### config.mk
export PLATFORM = sky130hd
export DESIGN_NAME = jack_lexer_token_stream_top
export DESIGN_NICKNAME = d
export VERILOG_FILES = /design/src/jlts_pkg.sv /design/src/jlts_front.sv /design/src/jlts_queue.sv /design/src/jlts_back.sv /design/src/jack_lexer_token_stream_top.sv
export SDC_FILE = /design/constraint.sdc
export NUM_CORES = 1
export LEC_CHECK = 0
export BUFFER_PORTS_ARGS = -buffer_cell sky130_fd_sc_hd__buf_2
export CAP_MARGIN = 30
export CORE_MARGIN = 8
export CORE_UTILIZATION = 45
export CTS_CLUSTER_SIZE = 20
export DETAILED_ROUTE_END_ITERATION = 6
export SYNTH_ARGS = -nofsm -noshare
export SYNTH_HDL_FRONTEND = slang
export SYNTH_HIERARCHICAL = 1
export SYNTH_SLANG_ARGS = --single-unit
### constraint.sdc
create_clock -name clk -period 10.1 [get_ports clk]
set_input_delay 1.01 -clock clk [delete_from_list [all_inputs] [get_ports clk]]
set_output_delay 1.01 -clock clk [all_outputs]
set_load 0.05 [all_outputs]
### src/jlts_pkg.sv
// ----------------------------------------------------------------------------
// jlts_pkg
// Shared types and constants of the Jack token stream lexer.
// ----------------------------------------------------------------------------
package jlts_pkg;

    localparam int MAX_RES = 4;
    localparam int NUM_KW  = 17;

    localparam logic KIND_VALUE = 1'b0;
    localparam logic KIND_MARK  = 1'b1;

    localparam logic [2:0] TK_KEYWORD = 3'd0;
    localparam logic [2:0] TK_IDENT   = 3'd1;
    localparam logic [2:0] TK_INTEGER = 3'd2;
    localparam logic [2:0] TK_SYMBOL  = 3'd3;
    localparam logic [2:0] TK_STRING  = 3'd4;
    localparam logic [2:0] TK_CHAR    = 3'd5;
    localparam logic [2:0] TK_ERROR   = 3'd6;
    localparam logic [2:0] TK_EOF     = 3'd7;

    localparam logic [7:0] CH_TAB    = 8'h09;
    localparam logic [7:0] CH_NL     = 8'h0A;
    localparam logic [7:0] CH_SPACE  = 8'h20;
    localparam logic [7:0] CH_DQUOTE = 8'h22;
    localparam logic [7:0] CH_AMP    = 8'h26;
    localparam logic [7:0] CH_SQUOTE = 8'h27;
    localparam logic [7:0] CH_STAR   = 8'h2A;
    localparam logic [7:0] CH_SLASH  = 8'h2F;
    localparam logic [7:0] CH_LT     = 8'h3C;
    localparam logic [7:0] CH_EQ     = 8'h3D;
    localparam logic [7:0] CH_QMARK  = 8'h3F;
    localparam logic [7:0] CH_BSLASH = 8'h5C;
    localparam logic [7:0] CH_UNDER  = 8'h5F;
    localparam logic [7:0] CH_BAR    = 8'h7C;

    typedef enum logic [13:0] {
        LX_START    = 14'h0001,
        LX_INT      = 14'h0002,
        LX_ID       = 14'h0004,
        LX_STR      = 14'h0008,
        LX_STR_ESC  = 14'h0010,
        LX_CHR      = 14'h0020,
        LX_CHR_A    = 14'h0040,
        LX_CHR_B    = 14'h0080,
        LX_CHR_C    = 14'h0100,
        LX_SYM      = 14'h0200,
        LX_ERR      = 14'h0400,
        LX_BLK      = 14'h0800,
        LX_BLK_STAR = 14'h1000,
        LX_LINE     = 14'h2000
    } lx_state_t;

    typedef struct packed {
        logic       kind;
        logic [7:0] value_byte;
        logic [2:0] token_kind;
        logic [15:0] token_row;
    } jlts_entry_t;

    // Results of one input word, in order.
    typedef struct packed {
        logic [2:0]                  cnt;
        jlts_entry_t [MAX_RES-1:0]   ent;
    } jlts_bundle_t;

    // Keyword text, right-justified.
    localparam logic [95:0] KW_TEXT [NUM_KW] = '{
        96'("class"), 96'("constructor"), 96'("function"), 96'("method"),
        96'("field"), 96'("static"), 96'("int"), 96'("char"), 96'("boolean"),
        96'("void"), 96'("true"), 96'("false"), 96'("this"), 96'("if"),
        96'("else"), 96'("while"), 96'("return")};
    localparam logic [3:0] KW_LEN [NUM_KW] = '{
        4'd5, 4'd11, 4'd8, 4'd6, 4'd5, 4'd6, 4'd3, 4'd4, 4'd7,
        4'd4, 4'd4, 4'd5, 4'd4, 4'd2, 4'd4, 4'd5, 4'd6};

    function automatic logic [7:0] kw_char(input int k, input logic [3:0] n);
        logic [95:0] s;
        logic [3:0]  l;
        begin
            s = KW_TEXT[k];
            l = KW_LEN[k];
            kw_char = 8'h00;
            if (n < l)
                kw_char = s[8*(int'(l) - 1 - int'(n)) +: 8];
        end
    endfunction

    function automatic logic is_alpha(input logic [7:0] c);
        return (c inside {[8'h61:8'h7A], [8'h41:8'h5A]});
    endfunction

    function automatic logic is_digit(input logic [7:0] c);
        return (c inside {[8'h30:8'h39]});
    endfunction

    function automatic logic is_space(input logic [7:0] c);
        return (c inside {CH_SPACE, CH_TAB, CH_NL});
    endfunction

    // { } ( ) [ ] . , ; + - * / & | ~ < > =
    function automatic logic is_sym(input logic [7:0] c);
        return (c inside {8'h7B, 8'h7D, 8'h28, 8'h29, 8'h5B, 8'h5D, 8'h2E, 8'h2C,
                          8'h3B, 8'h2B, 8'h2D, CH_STAR, CH_SLASH, CH_AMP, CH_BAR,
                          8'h7E, CH_LT, 8'h3E, CH_EQ});
    endfunction

    function automatic logic is_esc(input logic [7:0] c);
        return (c inside {8'h61, 8'h62, 8'h66, 8'h6E, 8'h72, 8'h74, 8'h76,
                          CH_BSLASH, CH_QMARK, CH_SQUOTE, CH_DQUOTE});
    endfunction

    function automatic jlts_bundle_t put_b(input jlts_bundle_t b, input logic [7:0] c);
        jlts_bundle_t r;
        begin
            r = b;
            if (b.cnt < 3'(MAX_RES)) begin
                r.ent[b.cnt[1:0]] = '{KIND_VALUE, c, 3'd0, 16'd0};
                r.cnt = b.cnt + 3'd1;
            end
            return r;
        end
    endfunction

    function automatic jlts_bundle_t put_m(input jlts_bundle_t b, input logic [2:0] k,
                                          input logic [15:0] row);
        jlts_bundle_t r;
        begin
            r = b;
            if (b.cnt < 3'(MAX_RES)) begin
                r.ent[b.cnt[1:0]] = '{KIND_MARK, 8'h00, k, row};
                r.cnt = b.cnt + 3'd1;
            end
            return r;
        end
    endfunction

endpackage

### src/jlts_front.sv
// ----------------------------------------------------------------------------
// jlts_front
// Accepts source words, runs the lexer state machine, builds result bundles.
// ----------------------------------------------------------------------------
module jlts_front
    import jlts_pkg::*;
#(
    parameter int ROW_WIDTH = 16
)
(
    input  logic         clk,
    input  logic         rst_n,
    input  logic         in_valid,
    output logic         in_stall,
    input  logic [7:0]   byte_in,
    input  logic         end_of_input,
    input  logic         q_full,
    output logic         q_push,
    output jlts_bundle_t q_data
);

    typedef struct packed {
        lx_state_t            state;
        logic [ROW_WIDTH-1:0] start_row;
        logic [7:0]           first_symbol;
        logic [7:0]           held0;
        logic [7:0]           held1;
        logic [NUM_KW-1:0]    kw_alive;
        logic [3:0]           ident_len;
    } lex_t;

    typedef struct packed {
        lex_t         s;
        jlts_bundle_t b;
        logic         again;
    } step_t;

    lex_t                 lex_reg, lex_next;
    logic [ROW_WIDTH-1:0] line_reg, line_next;
    logic                 als_reg, als_next;
    logic                 accept;
    step_t                r1, r2;

    function automatic logic [15:0] row16(input logic [ROW_WIDTH-1:0] r);
        logic [31:0] w;
        begin
            w = 32'(r);
            return w[15:0];
        end
    endfunction

    function automatic lex_t kw_adv(input lex_t s, input logic [7:0] c);
        lex_t              r;
        logic [NUM_KW-1:0] keep;
        begin
            r    = s;
            keep = '0;
            if (s.ident_len < 4'd11)
                for (int k = 0; k < NUM_KW; k++)
                    keep[k] = (kw_char(k, s.ident_len) == c);
            r.kw_alive = s.kw_alive & keep;
            if (s.ident_len < 4'd15)
                r.ident_len = s.ident_len + 4'd1;
            return r;
        end
    endfunction

    function automatic logic kw_hit(input lex_t s);
        logic h;
        begin
            h = 1'b0;
            for (int k = 0; k < NUM_KW; k++)
                if (s.kw_alive[k] && KW_LEN[k] == s.ident_len)
                    h = 1'b1;
            return h;
        end
    endfunction

    function automatic step_t lex_one(input lex_t s, input logic [7:0] c,
                                      input jlts_bundle_t b,
                                      input logic [ROW_WIDTH-1:0] line);
        step_t       r;
        logic [15:0] srow;
        logic [7:0]  f;
        begin
            r.s     = s;
            r.b     = b;
            r.again = 1'b0;
            srow    = row16(s.start_row);
            f       = s.first_symbol;
            case (s.state)
                LX_START:
                begin
                    if (!is_space(c))
                    begin
                        r.s.start_row = line;
                        if (is_alpha(c) || c == CH_UNDER)
                        begin
                            r.s.state     = LX_ID;
                            r.s.kw_alive  = '1;
                            r.s.ident_len = 4'd0;
                            r.s           = kw_adv(r.s, c);
                            r.b           = put_b(r.b, c);
                        end
                        else if (is_digit(c))
                        begin
                            r.s.state = LX_INT;
                            r.b       = put_b(r.b, c);
                        end
                        else if (is_sym(c))
                        begin
                            r.s.state        = LX_SYM;
                            r.s.first_symbol = c;
                        end
                        else if (c == CH_DQUOTE)
                            r.s.state = LX_STR;
                        else if (c == CH_SQUOTE)
                            r.s.state = LX_CHR;
                        else
                        begin
                            r.s.state = LX_ERR;
                            r.b       = put_b(r.b, c);
                        end
                    end
                end
                LX_INT:
                begin
                    if (is_digit(c))
                        r.b = put_b(r.b, c);
                    else
                    begin
                        r.b       = put_m(r.b, TK_INTEGER, srow);
                        r.s.state = LX_START;
                        r.again   = 1'b1;
                    end
                end
                LX_ID:
                begin
                    if (is_alpha(c) || is_digit(c) || c == CH_UNDER)
                    begin
                        r.s = kw_adv(s, c);
                        r.b = put_b(r.b, c);
                    end
                    else
                    begin
                        r.b       = put_m(r.b, kw_hit(s) ? TK_KEYWORD : TK_IDENT, srow);
                        r.s.state = LX_START;
                        r.again   = 1'b1;
                    end
                end
                LX_STR:
                begin
                    if (c == CH_DQUOTE)
                    begin
                        r.b       = put_m(r.b, TK_STRING, srow);
                        r.s.state = LX_START;
                    end
                    else if (c == CH_BSLASH)
                        r.s.state = LX_STR_ESC;
                    else
                        r.b = put_b(r.b, c);
                end
                LX_STR_ESC:
                begin
                    r.b       = put_b(r.b, c);
                    r.s.state = LX_STR;
                end
                LX_CHR:
                begin
                    if (c == CH_SQUOTE)
                    begin
                        r.b       = put_b(put_b(r.b, c), c);
                        r.s.state = LX_ERR;
                    end
                    else
                    begin
                        r.s.held0 = c;
                        r.s.state = (c == CH_BSLASH) ? LX_CHR_B : LX_CHR_A;
                    end
                end
                LX_CHR_A:
                begin
                    if (c == CH_SQUOTE)
                    begin
                        r.b       = put_m(put_b(r.b, s.held0), TK_CHAR, srow);
                        r.s.state = LX_START;
                    end
                    else
                    begin
                        r.b       = put_b(put_b(put_b(r.b, CH_SQUOTE), s.held0), c);
                        r.s.state = LX_ERR;
                    end
                end
                LX_CHR_B:
                begin
                    if (is_esc(c))
                    begin
                        r.s.held1 = c;
                        r.s.state = LX_CHR_C;
                    end
                    else
                    begin
                        r.b       = put_b(put_b(put_b(r.b, CH_SQUOTE), CH_BSLASH), c);
                        r.s.state = LX_ERR;
                    end
                end
                LX_CHR_C:
                begin
                    if (c == CH_SQUOTE)
                    begin
                        r.b = put_m(put_b(put_b(r.b, CH_BSLASH), s.held1), TK_CHAR, srow);
                        r.s.state = LX_START;
                    end
                    else
                    begin
                        r.b = put_b(put_b(put_b(put_b(r.b, CH_SQUOTE), CH_BSLASH),
                                          s.held1), c);
                        r.s.state = LX_ERR;
                    end
                end
                LX_SYM:
                begin
                    if (f == CH_SLASH && c == CH_STAR)
                        r.s.state = LX_BLK;
                    else if (f == CH_SLASH && c == CH_SLASH)
                        r.s.state = LX_LINE;
                    else if (((f == CH_LT || f == CH_EQ) && c == CH_EQ) ||
                             (f == CH_AMP && c == CH_AMP) || (f == CH_BAR && c == CH_BAR))
                    begin
                        r.b       = put_m(put_b(put_b(r.b, f), c), TK_SYMBOL, srow);
                        r.s.state = LX_START;
                    end
                    else
                    begin
                        r.b       = put_m(put_b(r.b, f), TK_SYMBOL, srow);
                        r.s.state = LX_START;
                        r.again   = 1'b1;
                    end
                end
                LX_ERR:
                begin
                    if (is_space(c))
                    begin
                        r.b       = put_m(r.b, TK_ERROR, srow);
                        r.s.state = LX_START;
                    end
                    else
                        r.b = put_b(r.b, c);
                end
                LX_BLK:
                begin
                    if (c == CH_STAR)
                        r.s.state = LX_BLK_STAR;
                end
                LX_BLK_STAR:
                begin
                    if (c == CH_SLASH)
                        r.s.state = LX_START;
                    else if (c != CH_STAR)
                        r.s.state = LX_BLK;
                end
                LX_LINE:
                begin
                    if (c == CH_NL)
                        r.s.state = LX_START;
                end
                default:
                    r.s.state = LX_START;
            endcase
            return r;
        end
    endfunction

    function automatic step_t lex_eof(input lex_t s, input logic [ROW_WIDTH-1:0] line);
        step_t       r;
        logic [15:0] row;
        begin
            r.s     = s;
            r.b     = '0;
            r.again = 1'b0;
            row     = (s.state == LX_START) ? row16(line) : row16(s.start_row);
            case (s.state)
                LX_SYM:     r.b = put_b(r.b, s.first_symbol);
                LX_CHR_A:   r.b = put_b(r.b, s.held0);
                LX_CHR_B:   r.b = put_b(r.b, CH_BSLASH);
                LX_CHR_C:   r.b = put_b(put_b(r.b, CH_BSLASH), s.held1);
                LX_STR_ESC: r.b = put_b(r.b, CH_BSLASH);
                default:    r.b = r.b;
            endcase
            r.b           = put_m(r.b, TK_EOF, row);
            r.s.state     = LX_START;
            r.s.kw_alive  = '1;
            r.s.ident_len = 4'd0;
            return r;
        end
    endfunction

    assign in_stall = q_full;
    assign accept   = in_valid && !q_full;

    always_comb
    begin
        line_next = line_reg;
        als_next  = als_reg;
        r1        = '0;
        r2        = '0;
        if (end_of_input)
            r2 = lex_eof(lex_reg, line_reg);
        else
        begin
            if (als_reg && line_reg != '1)
                line_next = line_reg + 1'b1;
            als_next = (byte_in == CH_NL);
            r1 = lex_one(lex_reg, byte_in, '0, line_next);
            r2 = r1.again ? lex_one(r1.s, byte_in, r1.b, line_next) : r1;
        end
        lex_next = r2.s;
    end

    assign q_push = accept && (r2.b.cnt != 3'd0);
    assign q_data = r2.b;

    always_ff @(posedge clk or negedge rst_n)
    begin
        if (!rst_n)
        begin
            lex_reg  <= '{LX_START, '0, 8'h00, 8'h00, 8'h00, '1, 4'd0};
            line_reg <= '0;
            als_reg  <= 1'b1;
        end
        else if (accept)
        begin
            lex_reg  <= lex_next;
            line_reg <= line_next;
            als_reg  <= als_next;
        end
    end

endmodule

### src/jlts_queue.sv
// ----------------------------------------------------------------------------
// jlts_queue
// Two-entry bundle queue between the lexer front and the output sequencer.
// ----------------------------------------------------------------------------
module jlts_queue
    import jlts_pkg::*;
(
    input  logic         clk,
    input  logic         rst_n,
    input  logic         push,
    input  jlts_bundle_t wr_data,
    output logic         full,
    input  logic         pop,
    output logic         not_empty,
    output jlts_bundle_t rd_data
);

    jlts_bundle_t mem_reg [2];
    logic         wr_ptr_reg, wr_ptr_next;
    logic         rd_ptr_reg, rd_ptr_next;
    logic [1:0]   count_reg, count_next;

    assign full      = (count_reg == 2'd2);
    assign not_empty = (count_reg != 2'd0);
    assign rd_data   = mem_reg[rd_ptr_reg];

    always_comb
    begin
        wr_ptr_next = wr_ptr_reg ^ push;
        rd_ptr_next = rd_ptr_reg ^ pop;
        count_next  = count_reg + {1'b0, push} - {1'b0, pop};
    end

    always_ff @(posedge clk)
    begin
        if (push)
            mem_reg[wr_ptr_reg] <= wr_data;
    end

    always_ff @(posedge clk or negedge rst_n)
    begin
        if (!rst_n)
        begin
            wr_ptr_reg <= 1'b0;
            rd_ptr_reg <= 1'b0;
            count_reg  <= 2'd0;
        end
        else
        begin
            wr_ptr_reg <= wr_ptr_next;
            rd_ptr_reg <= rd_ptr_next;
            count_reg  <= count_next;
        end
    end

endmodule

### src/jlts_back.sv
// ----------------------------------------------------------------------------
// jlts_back
// Plays out a bundle's results, one word per unstalled cycle; flags the last.
// ----------------------------------------------------------------------------
module jlts_back
    import jlts_pkg::*;
(
    input  logic         clk,
    input  logic         rst_n,
    input  logic         q_not_empty,
    input  jlts_bundle_t q_data,
    output logic         q_pop,
    output logic         out_valid,
    input  logic         out_stall,
    output logic         kind,
    output logic [7:0]   value_byte,
    output logic [2:0]   token_kind,
    output logic [15:0]  token_row,
    output logic         last
);

    jlts_bundle_t cur_reg;
    logic [1:0]   idx_reg, idx_next;
    logic         vld_reg, vld_next;
    logic         is_last;
    jlts_entry_t  e;

    assign e          = cur_reg.ent[idx_reg];
    assign is_last    = ({1'b0, idx_reg} + 3'd1 == cur_reg.cnt);
    assign out_valid  = vld_reg;
    assign kind       = e.kind;
    assign value_byte = e.value_byte;
    assign token_kind = e.token_kind;
    assign token_row  = e.token_row;
    assign last       = is_last;

    // Reload when empty or when the last word of the bundle leaves.
    assign q_pop = q_not_empty && (!vld_reg || (!out_stall && is_last));

    always_comb
    begin
        idx_next = idx_reg;
        vld_next = vld_reg;
        if (q_pop)
        begin
            idx_next = 2'd0;
            vld_next = 1'b1;
        end
        else if (vld_reg && !out_stall)
        begin
            if (is_last)
                vld_next = 1'b0;
            else
                idx_next = idx_reg + 2'd1;
        end
    end

    always_ff @(posedge clk)
    begin
        if (q_pop)
            cur_reg <= q_data;
    end

    always_ff @(posedge clk or negedge rst_n)
    begin
        if (!rst_n)
        begin
            idx_reg <= 2'd0;
            vld_reg <= 1'b0;
        end
        else
        begin
            idx_reg <= idx_next;
            vld_reg <= vld_next;
        end
    end

endmodule

### src/jack_lexer_token_stream_top.sv
// ----------------------------------------------------------------------------
// jack_lexer_token_stream_top
// Jack source tokenizer: bytes in, token text and token-end markers out.
// ----------------------------------------------------------------------------
// Input channel (in_valid / in_stall): one source byte per word, or an
//   end_of_input word that flushes held text and emits an end-of-file marker.
// Output channel (out_valid / out_stall): one result per word. kind 0 is a
//   text byte of the current token, kind 1 a marker carrying token_kind and
//   the token's start row. last flags the final result of an input word.
// An input word yields zero to four results. Comment bytes and whitespace
//   that neither ends a token nor lies in a string yield none; they are
//   absorbed at one byte per cycle while the queue is not full.
// Results pass a queue entry, then the output register of the sequencer.
// Throughput while out_stall is low: one input word per cycle if each makes
//   at most one result; otherwise the output paces at one result per cycle.
// The front (lexer state machine, line counter) and the back (sequencer)
//   are split by a two-bundle queue; in_stall rises only when it is full.
// When the receiver stalls, the current result holds and the queue fills.
// Reset: start state, row count zero, queue empty, out_valid low.
// ----------------------------------------------------------------------------
module jack_lexer_token_stream_top
    import jlts_pkg::*;
#(
    parameter int ROW_WIDTH = 16
)
(
    input  logic        clk,
    input  logic        rst_n,
    input  logic        in_valid,
    output logic        in_stall,
    input  logic [7:0]  byte_in,
    input  logic        end_of_input,
    output logic        out_valid,
    input  logic        out_stall,
    output logic        kind,
    output logic [7:0]  value_byte,
    output logic [2:0]  token_kind,
    output logic [15:0] token_row,
    output logic        last
);

    logic         q_push, q_full, q_pop, q_not_empty;
    jlts_bundle_t q_wr, q_rd;

    jlts_front #(.ROW_WIDTH(ROW_WIDTH)) u_front (
        .clk          (clk),
        .rst_n        (rst_n),
        .in_valid     (in_valid),
        .in_stall     (in_stall),
        .byte_in      (byte_in),
        .end_of_input (end_of_input),
        .q_full       (q_full),
        .q_push       (q_push),
        .q_data       (q_wr)
    );

    jlts_queue u_queue (
        .clk       (clk),
        .rst_n     (rst_n),
        .push      (q_push),
        .wr_data   (q_wr),
        .full      (q_full),
        .pop       (q_pop),
        .not_empty (q_not_empty),
        .rd_data   (q_rd)
    );

    jlts_back u_back (
        .clk         (clk),
        .rst_n       (rst_n),
        .q_not_empty (q_not_empty),
        .q_data      (q_rd),
        .q_pop       (q_pop),
        .out_valid   (out_valid),
        .out_stall   (out_stall),
        .kind        (kind),
        .value_byte  (value_byte),
        .token_kind  (token_kind),
        .token_row   (token_row),
        .last        (last)
    );

endmodule

==> results.toml <==
[worst_setup_path]
cp_top_family = "simple AND/OR/NAND/NOR gates"
reg2reg_from = "u_front/lex_reg[68]"
slowest_stage = "ha_4"
path_cells = "buf_2, or4b_1, nor3_1, a32oi_1, nor2_1, or4_1, nor2_1, nand3_1, inv_1, ha_1, nand2_1, inv_1, ha_1, mux2i_1, nor2_1, ha_1, inv_1, a21oi_1, o211ai_1, a211oi_1, a21oi_1, a31oi_1, ha_4, buf_4"
crit_type = "in2reg"
r2r-end = "u_queue/mem_reg[1][38]"
cp-end-kind = "flip-flop"
required_ns = 10.35
cp_slowest_stage_delay_ns = 0.72
worstSetupStartpointType = "input pin"
reg2reg_slack_ns = 2.63
cp_num_buf_inv = 5
critPathArrivalTime_ns = 8.53
cp_max_fo = 47
reg2reg_depth = 23

[power_and_ir_drop]
finalPower_mw = 8.36
swShare_pct = 44.2
leakagePower_nw = 10.7
share_comb_of_total_power_pct = 47.8
p_per_area_nw_per_um2 = 275
switching_power_mw = 3.70
vdd_drop_max_uv = 163
seqPwrFrac_pct = 31.8
p_clk_share_pct = 20.4
internal_power_mw = 4.67

[synth]
synth-seq-area-share_pct = 44.9
netlist_area_sq_um = 28700
synth_cell_type_count = 107
synthArstFlopShare_pct = 22.3
syn_inst = 2877
ys_warn_count = 6
syn_avg_cell_area_sq_um = 9.96
ys_ff_latch = 444
synth-edff-count = 345
synth_flop_cell = "edfxtp_1"
syn_nets = 2930

[placed_design]
dp.cells = 3513
dpl.hpwl_mm = 77.3
place_congestion = 1.02
port_buffers = 43
dp_slack_ns = 1.45
post_dp_cell_area_sq_um = 28800

[cells_and_area]
instances_no_fill = 3602
final_nets = 2771
n_fill_cell = 5843
fin_area_sq_um = 30400
largest_register_ff_count = 230
syn_to_final_growth_pct = 5.99
layout-drive-gt1-share_pct = 16.2
final_util_pct = 48.2

[run_status]
outcome = "complete, no violations"

[detailed_routing]
routed-via-count = 24000
routedWlPerCell_um = 30.1
drt_iter0_drc = 3314
ant_nets = 0
via_per_inst = 6.67
drc_errors = 0
firstDrtPassIters = 6
routed_wl_mm = 108

[sta]
grt_setup_unrepaired = "no"
tns_ns = 0
max_clock_freq_mhz = 121
drv_slew = 0
setup_viol = 0
finalCriticalPeriod_ns = 8.27
tightestPinTransition_ns = 1.14
finClkSkew_ns = 0.0260
hold_viol_final = 0
setup_slack_ns = 1.83
fin_hold_ws_ns = 0.408
maxSlewHeadroom_pct = 24.0
min_period_over_period_pct = 81.9

[die]
start_util_pct = 45.5
core_area_sq_um = 63000
die_y_um = 268
row_count = 92
dieArea_sq_um = 72000
ioPinCount = 44
fp.dieW_um = 268

[cts]
ctsHoldBuffers = 0
cts_buffers = 46
cts.sinks = 444
clock_latency_ns = 0.60
post_cts_buffers = 0
clk_pin_slew_ns = 0.06
clock_path_buffers = 3
clockRootBuffer = "clkbuf_16"
cts_tree = "built"
ctsResizeCount = 0
cts_max_level = 2

[global_routing]
grt_max_degree = 64
grtUsageTotal_pct = 29.6
grt_first_pass_wirelength_mm = 159
grt_pass1_vias = 22900
grt_overflow = 0
antenna_found_initial = 4

[hold_path]
hp-class = "in2async"

[run]
drv_cap = 0
layout by cell type, fill, tap and decap left out, types with 27 or more instances in the layout:
cell type	netlist	final
a22oi_1	35	35
nor2_1	204	202
inv_1	48	48
a211oi_1	28	27
dfrtp_1	80	78
o22ai_1	28	28
nor3_1	57	57
buf_2	53	43
buf_4	122	82
edfxtp_1	345	345
a22o_1	38	38
nand4_1	36	36
ha_1	40	38
mux2_2	93	93
xor2_1	31	31
mux4_2	28	28
clkbuf_16	0	46
o21ai_0	205	205
xnor2_1	49	49
nand2_1	310	310
nand3_1	86	86
a31oi_1	39	38
mux2_4	40	40
a21oi_1	196	194
and2_1	30	29
kinds of logic (layout without fill, tap and decap cells):
group / count (synthesis) / in the layout / synth area share (%)
buffers and inverters: 388 / 266 / 7.28
xor gates and xnor gates: 82 / 82 / 2.59
AOI/OAI and AO/OA: 819 / 819 / 18.8
other: 0 / 1 / 0
DFF: 444 / 444 / 44.9
and+or+nand+nor: 920 / 920 / 15.9
adders and majority gates: 40 / 40 / 1.75
muxes: 184 / 184 / 8.76
how the worst max path moves through the flow:
stage / start / end / slack (ns) / cells past startpoint
finish: byte_in[5] / u_queue/mem_reg[1][38] / 1.83 / 24
global route: byte_in[5] / u_queue/mem_reg[0][75] / 1.40 / 24
CTS: byte_in[5] / u_queue/mem_reg[0][75] / 2.07 / 24
detailed placement: byte_in[5] / u_queue/mem_reg[0][79] / 1.45 / 24
global placement: byte_in[5] / u_queue/mem_reg[0][75] / 1.59 / 24
floorplan: byte_in[4] / u_queue/mem_reg[0][0] / 1.63 / 24
synthesized netlist by cell type, types with 39 or more instances:
library cell / number / area (sq um)
a31oi_1: 39 / 244
nor3_1: 57 / 285
ha_1: 40 / 500
mux2_4: 40 / 601
xnor2_1: 49 / 429
nor2_1: 204 / 766
dfrtp_1: 80 / 2000
edfxtp_1: 345 / 10400
mux2_2: 93 / 1050
buf_4: 122 / 916
buf_2: 53 / 265
a21oi_1: 196 / 981
o21ai_0: 205 / 1030
inv_1: 48 / 180
nand3_1: 86 / 430
nand2_1: 310 / 1160
clkbuf_1: 125 / 469
metal layers:
layer  GRT usage [%]  wire [um]  part of all wire [%]  vias to the layer above
li1                -          -                     -                    10400
met1            39.4      44300                    41                    11900
met2            46.3      48500                    45                     1342
met3            6.11       9620                   8.9                      333
met4            13.7       5910                   5.5                        2
met5               0         30                 0.028                        -
power groups by stage:
stage          Combinational (mW)  Sequential [mW]  Clock [mW]
6_report                     4.00             2.66        1.70
5_1_grt                      4.23             2.69        1.81
4_1_cts                      3.91             2.66        1.74
3_5_place_dp                 3.90             2.69           0
3_3_place_gp                 3.90             2.68           0
2_1_floorplan                2.80             2.62           0
area by class of cell:
| class | count | area (sq um) | area share, % |
|---|---|---|---|
| clock inverter | 23 | 229 | 0.754 |
| clock buffer | 62 | 1290 | 4.25 |
| inverter | 51 | 191 | 0.630 |
| timing repair buffer | 130 | 936 | 3.08 |
| tap | 846 | 1060 | 3.49 |
| antenna | 1 | 2.50 | 0.00824 |
| sequential | 444 | 12900 | 42.4 |
| multi-input combinational | 2045 | 13800 | 45.4 |
Note: power is estimated with default switching activity, not from simulation.
